<file path="src/sv/assert_macros.svh">
`ifndef ASSERT_MACROS_SVH
`define ASSERT_MACROS_SVH

// Same-cycle implication, sampled on clk, quiet during reset
`define ASSERT_IMPLY(lbl, ante, cons) \
    lbl: assert property (@(posedge clk) disable iff (!rst_n) (ante) |-> (cons)) \
        else $error("implication check failed");

// Next-cycle implication, sampled on clk, quiet during reset
`define ASSERT_NEXT(lbl, ante, cons) \
    lbl: assert property (@(posedge clk) disable iff (!rst_n) (ante) |=> (cons)) \
        else $error("next-cycle check failed");

`endif

</file>
<file path="src/sv/msp_pkg.sv">
`timescale 1ns / 1ps
package msp_pkg;

    localparam int WEIGHT_W = 20;
    localparam int COST_W   = 22;
    localparam int VIN_W    = 9;

    typedef enum logic [1:0] {
        MODE_LOAD  = 2'd0,
        MODE_QUERY = 2'd1,
        MODE_CLEAR = 2'd2,
        MODE_NONE  = 2'd3
    } mode_t;

    localparam logic [1:0] CFG_VERTEX_COUNT = 2'd0;
    localparam logic [1:0] CFG_START_COST   = 2'd1;
    localparam logic [1:0] CFG_FINISH_COST  = 2'd2;

    typedef enum logic [1:0] {
        UF_INIT = 2'd0,
        UF_JOIN = 2'd1,
        UF_SAME = 2'd2
    } uf_op_t;

    typedef struct packed {
        logic   valid;
        uf_op_t op;
    } uf_cmd_t;

    typedef struct packed {
        logic busy;
        logic done;
        logic same;
    } uf_stat_t;

    typedef enum logic [2:0] {
        FS_IDLE,
        FS_INIT,
        FS_F_RD,
        FS_F_CHK,
        FS_C_RD,
        FS_C_CHK,
        FS_LINK
    } fs_state_t;

    typedef enum logic [3:0] {
        ST_IDLE,
        ST_INS_RD,
        ST_INS_CMP,
        ST_Q_INIT,
        ST_Q_INIT_WAIT,
        ST_Q_RD,
        ST_Q_EDGE,
        ST_Q_JOIN_WAIT,
        ST_Q_SAME,
        ST_Q_SAME_WAIT,
        ST_Q_NEXT,
        ST_Q_DONE
    } top_state_t;

endpackage

</file>
<file path="src/sv/msp_forest.sv">
`timescale 1ns / 1ps
`include "assert_macros.svh"
// Union-find forest held in one synchronous memory, with path compression
module msp_forest #(
    parameter int MAX_VERTICES = 256
) (
    input  logic                                clk,
    input  logic                                rst_n,
    input  msp_pkg::uf_cmd_t                    cmd,
    input  logic [$clog2(MAX_VERTICES)-1:0]     x,
    input  logic [$clog2(MAX_VERTICES)-1:0]     y,
    input  logic [$clog2(MAX_VERTICES):0]       n,
    output msp_pkg::uf_stat_t                   stat
);
    import msp_pkg::*;

    localparam int VW = $clog2(MAX_VERTICES);
    localparam int NW = VW + 1;

    fs_state_t state_reg, state_next;
    uf_op_t    op_reg, op_next;
    logic [VW-1:0] x_reg, x_next, y_reg, y_next;
    logic [NW-1:0] n_reg, n_next;
    logic [VW-1:0] v_reg, v_next;
    logic [VW-1:0] cur_reg, cur_next;
    logic [VW-1:0] rx_reg, rx_next;
    logic          phase_reg, phase_next;
    logic          same_reg, same_next;
    logic          done_reg, done_next;

    logic [VW-1:0] parent_mem [MAX_VERTICES];
    logic [VW-1:0] rd_data_reg;
    logic          mem_we;
    logic [VW-1:0] mem_wa, mem_wd, mem_ra;

    logic [VW-1:0] fstart;
    logic          init_last;

    assign fstart    = phase_reg ? y_reg : x_reg;
    assign init_last = (NW'(v_reg) + NW'(1)) >= n_reg;

    // Parent memory: one write and one registered read a cycle
    always_ff @(posedge clk)
    begin
        if (mem_we)
        begin
            parent_mem[mem_wa] <= mem_wd;
        end
        rd_data_reg <= parent_mem[mem_ra];
    end

    // Next state
    always_comb
    begin
        state_next = state_reg;
        unique case (state_reg)
            FS_IDLE:
            begin
                if (cmd.valid)
                begin
                    state_next = (cmd.op == UF_INIT) ? FS_INIT : FS_F_RD;
                end
            end
            FS_INIT:
            begin
                if (init_last)
                begin
                    state_next = FS_IDLE;
                end
            end
            FS_F_RD:  state_next = FS_F_CHK;
            FS_F_CHK:
            begin
                if (rd_data_reg == cur_reg)
                begin
                    state_next = FS_C_RD;
                end
            end
            FS_C_RD:  state_next = FS_C_CHK;
            FS_C_CHK:
            begin
                if (rd_data_reg == cur_reg)
                begin
                    state_next = phase_reg ? FS_LINK : FS_F_RD;
                end
            end
            FS_LINK:  state_next = FS_IDLE;
            default:  state_next = FS_IDLE;
        endcase
    end

    // Datapath and memory controls
    always_comb
    begin
        op_next    = op_reg;
        x_next     = x_reg;
        y_next     = y_reg;
        n_next     = n_reg;
        v_next     = v_reg;
        cur_next   = cur_reg;
        rx_next    = rx_reg;
        phase_next = phase_reg;
        same_next  = same_reg;
        done_next  = 1'b0;
        mem_we     = 1'b0;
        mem_wa     = v_reg;
        mem_wd     = v_reg;
        mem_ra     = cur_reg;
        unique case (state_reg)
            FS_IDLE:
            begin
                if (cmd.valid)
                begin
                    op_next    = cmd.op;
                    x_next     = x;
                    y_next     = y;
                    n_next     = n;
                    v_next     = '0;
                    phase_next = 1'b0;
                end
            end
            FS_INIT:
            begin
                // each vertex becomes its own root
                mem_we = 1'b1;
                v_next = v_reg + VW'(1);
                if (init_last)
                begin
                    done_next = 1'b1;
                end
            end
            FS_F_RD:
            begin
                mem_ra   = fstart;
                cur_next = fstart;
            end
            FS_F_CHK:
            begin
                // climb one parent a cycle
                mem_ra   = rd_data_reg;
                cur_next = rd_data_reg;
            end
            FS_C_RD:
            begin
                mem_ra = fstart;
                v_next = fstart;
            end
            FS_C_CHK:
            begin
                if (rd_data_reg != cur_reg)
                begin
                    // hang this node straight under the root, move up
                    mem_we = 1'b1;
                    mem_wa = v_reg;
                    mem_wd = cur_reg;
                    mem_ra = rd_data_reg;
                    v_next = rd_data_reg;
                end
                else if (!phase_reg)
                begin
                    rx_next    = cur_reg;
                    phase_next = 1'b1;
                end
            end
            FS_LINK:
            begin
                // root of second end goes under root of first end
                if (op_reg == UF_JOIN && rx_reg != cur_reg)
                begin
                    mem_we = 1'b1;
                    mem_wa = cur_reg;
                    mem_wd = rx_reg;
                end
                same_next = (rx_reg == cur_reg);
                done_next = 1'b1;
            end
            default: ;
        endcase
    end

    always_ff @(posedge clk or negedge rst_n)
    begin
        if (!rst_n)
        begin
            state_reg <= FS_IDLE;
            done_reg  <= 1'b0;
        end
        else
        begin
            state_reg <= state_next;
            done_reg  <= done_next;
        end
    end

    always_ff @(posedge clk)
    begin
        op_reg    <= op_next;
        x_reg     <= x_next;
        y_reg     <= y_next;
        n_reg     <= n_next;
        v_reg     <= v_next;
        cur_reg   <= cur_next;
        rx_reg    <= rx_next;
        phase_reg <= phase_next;
        same_reg  <= same_next;
    end

    assign stat.busy = (state_reg != FS_IDLE);
    assign stat.done = done_reg;
    assign stat.same = same_reg;

    `ASSERT_NEXT(a_done_pulse, stat.done, !stat.done)
    `ASSERT_IMPLY(a_cmd_when_idle, cmd.valid, state_reg == FS_IDLE)
    `ASSERT_IMPLY(a_init_range, state_reg == FS_INIT, NW'(v_reg) < n_reg)

endmodule

</file>
<file path="config.mk">
export PLATFORM = sky130hd
export DESIGN_NAME = msp_forest
export DESIGN_NICKNAME = d
export VERILOG_FILES = /design/src/sv/msp_pkg.sv /design/src/sv/msp_forest.sv
export VERILOG_INCLUDE_DIRS = /design/src /design/src/sv
export SDC_FILE = /design/constraint.sdc
export NUM_CORES = 2
export LEC_CHECK = 0
export ABC_AREA = 1
export BUFFER_PORTS_ARGS = -buffer_cell sky130_fd_sc_hd__buf_2
export CAP_MARGIN = 20
export CORE_MARGIN = 5
export CORE_UTILIZATION = 34
export CTS_CLUSTER_SIZE = 12
export DETAILED_ROUTE_END_ITERATION = 10
export PLACE_DENSITY_LB_ADDON = 0.1
export SLEW_MARGIN = 10
export SYNTH_ARGS = -nofsm -noshare
export SYNTH_HDL_FRONTEND = slang
export SYNTH_SLANG_ARGS = --single-unit
</file>
<file path="constraint.sdc">
create_clock -name clk -period 14.2 [get_ports clk]
set_input_delay 2.84 -clock clk [delete_from_list [all_inputs] [get_ports clk]]
set_output_delay 2.84 -clock clk [all_outputs]
set_load 0.01 [all_outputs]
</file>
==> impl_metrics.tcl <==
set metrics [dict create \
    crit_fanout 183 \
    rows 191 \
    hold_path.class "reg2reg" \
    die_h_um 531.4 \
    drive_gt1_share_pct 5.987 \
    root_buffer "clkbuf_16" \
    clk_latency_ps 930 \
    maxCapViolations 0 \
    r2r_slack_ps 7770 \
    postRouteAntennaNets 0 \
    placed_cell_area_um2 95810 \
    yosysUniqueCellTypes 36 \
    finalSetupViolations 0 \
    timing.fmax_mhz 155.6 \
    final.setup.tns_ps 0 \
    r2r_cells 18 \
    cts_hold_buf 0 \
    syn_area_um2 92420 \
    vias 61430 \
    fin_area_um2 103000 \
    synth.ff_latch_count 2113 \
    synth_top_area_cell "edfxtp_1" \
    grt_usage_pct 20.39 \
    dp_hpwl_um 161100 \
    layout.nets 8227 \
    cp-start-kind "register" \
    multiInputGateArea_um2 23300 \
    ys_top_cells_by_area "edfxtp_1 (68%), nand3_1 (9.6%), nand2_1 (7.6%), nand3b_1 (4.6%), inv_1 (3.8%)" \
    cts_tree "done" \
    port_buffers 32 \
    grt_pass1_vias 59390 \
    post_drt_wl_per_cell_um 24.91 \
    synth-main-ff-cell "edfxtp_1" \
    dieArea_um2 282300 \
    slew_violations 0 \
    clk_path_buf_depth 4 \
    max_slew.worst_pin.slew_ps 1211 \
    regToRegStartpoint "state_reg[0]" \
    drt_pre_antenna_iters 6 \
    regArea_um2 63350 \
    largest_reg_flops 2048 \
    synth_edf_count 2101 \
    arrival_ps 7250 \
    cp.required_ps 15020 \
    worstHoldPathCells 0 \
    die_x_um 531.4 \
    synth_nets 8398 \
    yosys_warnings 0 \
    core_um2 270800 \
    initial_core_util_pct 34.13 \
    clock_sinks 2113 \
    skew_ps 89.58 \
    fill_cells 26340 \
    io_pins 33 \
    cts_setup_buffers 0 \
    outcome "finished, final reports clean" \
    final_core_util_pct 38.05 \
    h-tree-depth 4 \
    wl_um 297500 \
    fin_ws_ps 7771 \
    slew_headroom_pct 19.29 \
    hold_viol 0 \
    min_period_ps 6429 \
    async_reset_ff_share_pct 0.1893 \
    dp_slack_ps 7453 \
    yosysMostFrequentCell "edfxtp_1" \
    worstSetupPathType "reg2reg" \
    area_growth_syn_to_layout_pct 11.49 \
    rsz0062_at_grt "no" \
    syn-mean-instance-area_um2 11.06 \
    min_period_over_period_pct 45.27 \
    r2r_end "rd_data_reg[0]" \
    yosysSeqAreaShare_pct 68.55 \
    drc_errors 0 \
    grt_remaining_overflow 0 \
    drtIter0Drc 5714 \
    synthTopCellsByCount "edfxtp_1 (2,101), nand2_1 (1,883), nand3_1 (1,769)" \
    postCtsResizedCells 0 \
    viasPerCell 5.144 \
    worstHoldStart "cur_reg[0]" \
    cts_buffers 242 \
    grt_start_max_net_pins 184 \
    gp_congestion 0.8384 \
    synth_top_cell_area_share_pct 68.27 \
    syn_inst 8358 \
    antenna_found_initial 11 \
    clkTransAtPathRegs_ps 60 \
    worstHoldEndpoint "rx_reg[0]" \
    worstSetupEndpointType "register" \
    grt_pass1_wl_um 433400 \
]
-- area by class of cell --
cell class,instances,area share [%]
tap,3570,4.335
antenna,4,0.009714
timing repair buffer,140,1.118
inverter,947,3.477
clock buffer,317,6.200
clock inverter,108,0.7662
multi-input combinational,4743,22.61
sequential,2113,61.48
-- how the worst max path moves through the flow --
stage	slack (ps)	endpoint	from	depth (start not counted)
after global placement	7540	rd_data_reg[0]	state_reg[0]	17
after CTS	7450	rd_data_reg[0]	state_reg[2]	17
after global routing	7240	rd_data_reg[0]	state_reg[0]	18
after detailed placement	7450	rd_data_reg[0]	state_reg[2]	17
final	7770	rd_data_reg[0]	state_reg[0]	18
after floorplan	4030	parent_mem[0][6]	cur_reg[6]	8
-- critical path, cell delays in order (launching register included) --
cell and delay (ps):
dfrtp_1 440, inv_2 150, nand3_2 150, nand3_2 380, nand4_4 480, nand2_8 760, buf_4 880, buf_12 640
buf_4 430, buf_16 330, nand2_1 100, nand3_1 80, nand3_1 100, nand3_1 170, nand3_1 260, nand3_1 200
nand3_1 170, nand3_1 150, nand2_1 60
-- cell usage in the layout (no fill, tap or decap), types with 30 or more instances in the layout --
master / instances
nand2_1: 1871
clkbuf_1: 71
nand3b_1: 572
o211ai_1: 113
nor2_1: 290
edfxtp_1: 2101
buf_2: 32
buf_4: 94
nand3_1: 1767
clkbuf_16: 243
inv_1: 934
clkinv_1: 58
clkinv_2: 30
-- routing by layer --
layer | routed length, µm | share of wire (%) | global-route usage [%]
met3 | 17860 | 6.0 | 3.148
met2 | 136400 | 46 | 32.34
met5 | 0 | 0 | 0
met1 | 136400 | 46 | 29.26
met4 | 6884 | 2.3 | 5.286
-- cell families (layout without fill, tap and decap cells) --
kind of cell | after synthesis | after routing | share of synthesized area, %
DFF | 2113 | 2113 | 68.55
and+or+nand+nor | 4553 | 4553 | 23.36
AOI/OAI and AO/OA | 168 | 168 | 1.286
other | 0 | 4 | 0
buffers and inverters | 1502 | 1512 | 6.554
adders and majority gates | 10 | 10 | 0.1354
xor gates and xnor gates | 12 | 12 | 0.1137
-- per-stage QoR --
step / instances / hold slack (ps)
after floorplan: 8358 / 424.4
after CTS: 11940 / 608.5
after global placement: 11510 / 544.3
after global routing: 11940 / 615.1
after detailed placement: 11510 / 593.9
final: 11940 / 605.9
Power is left out: the tool's default activity adds up to more than one toggle a clock period on the data nets, which glitch-free logic cannot reach.
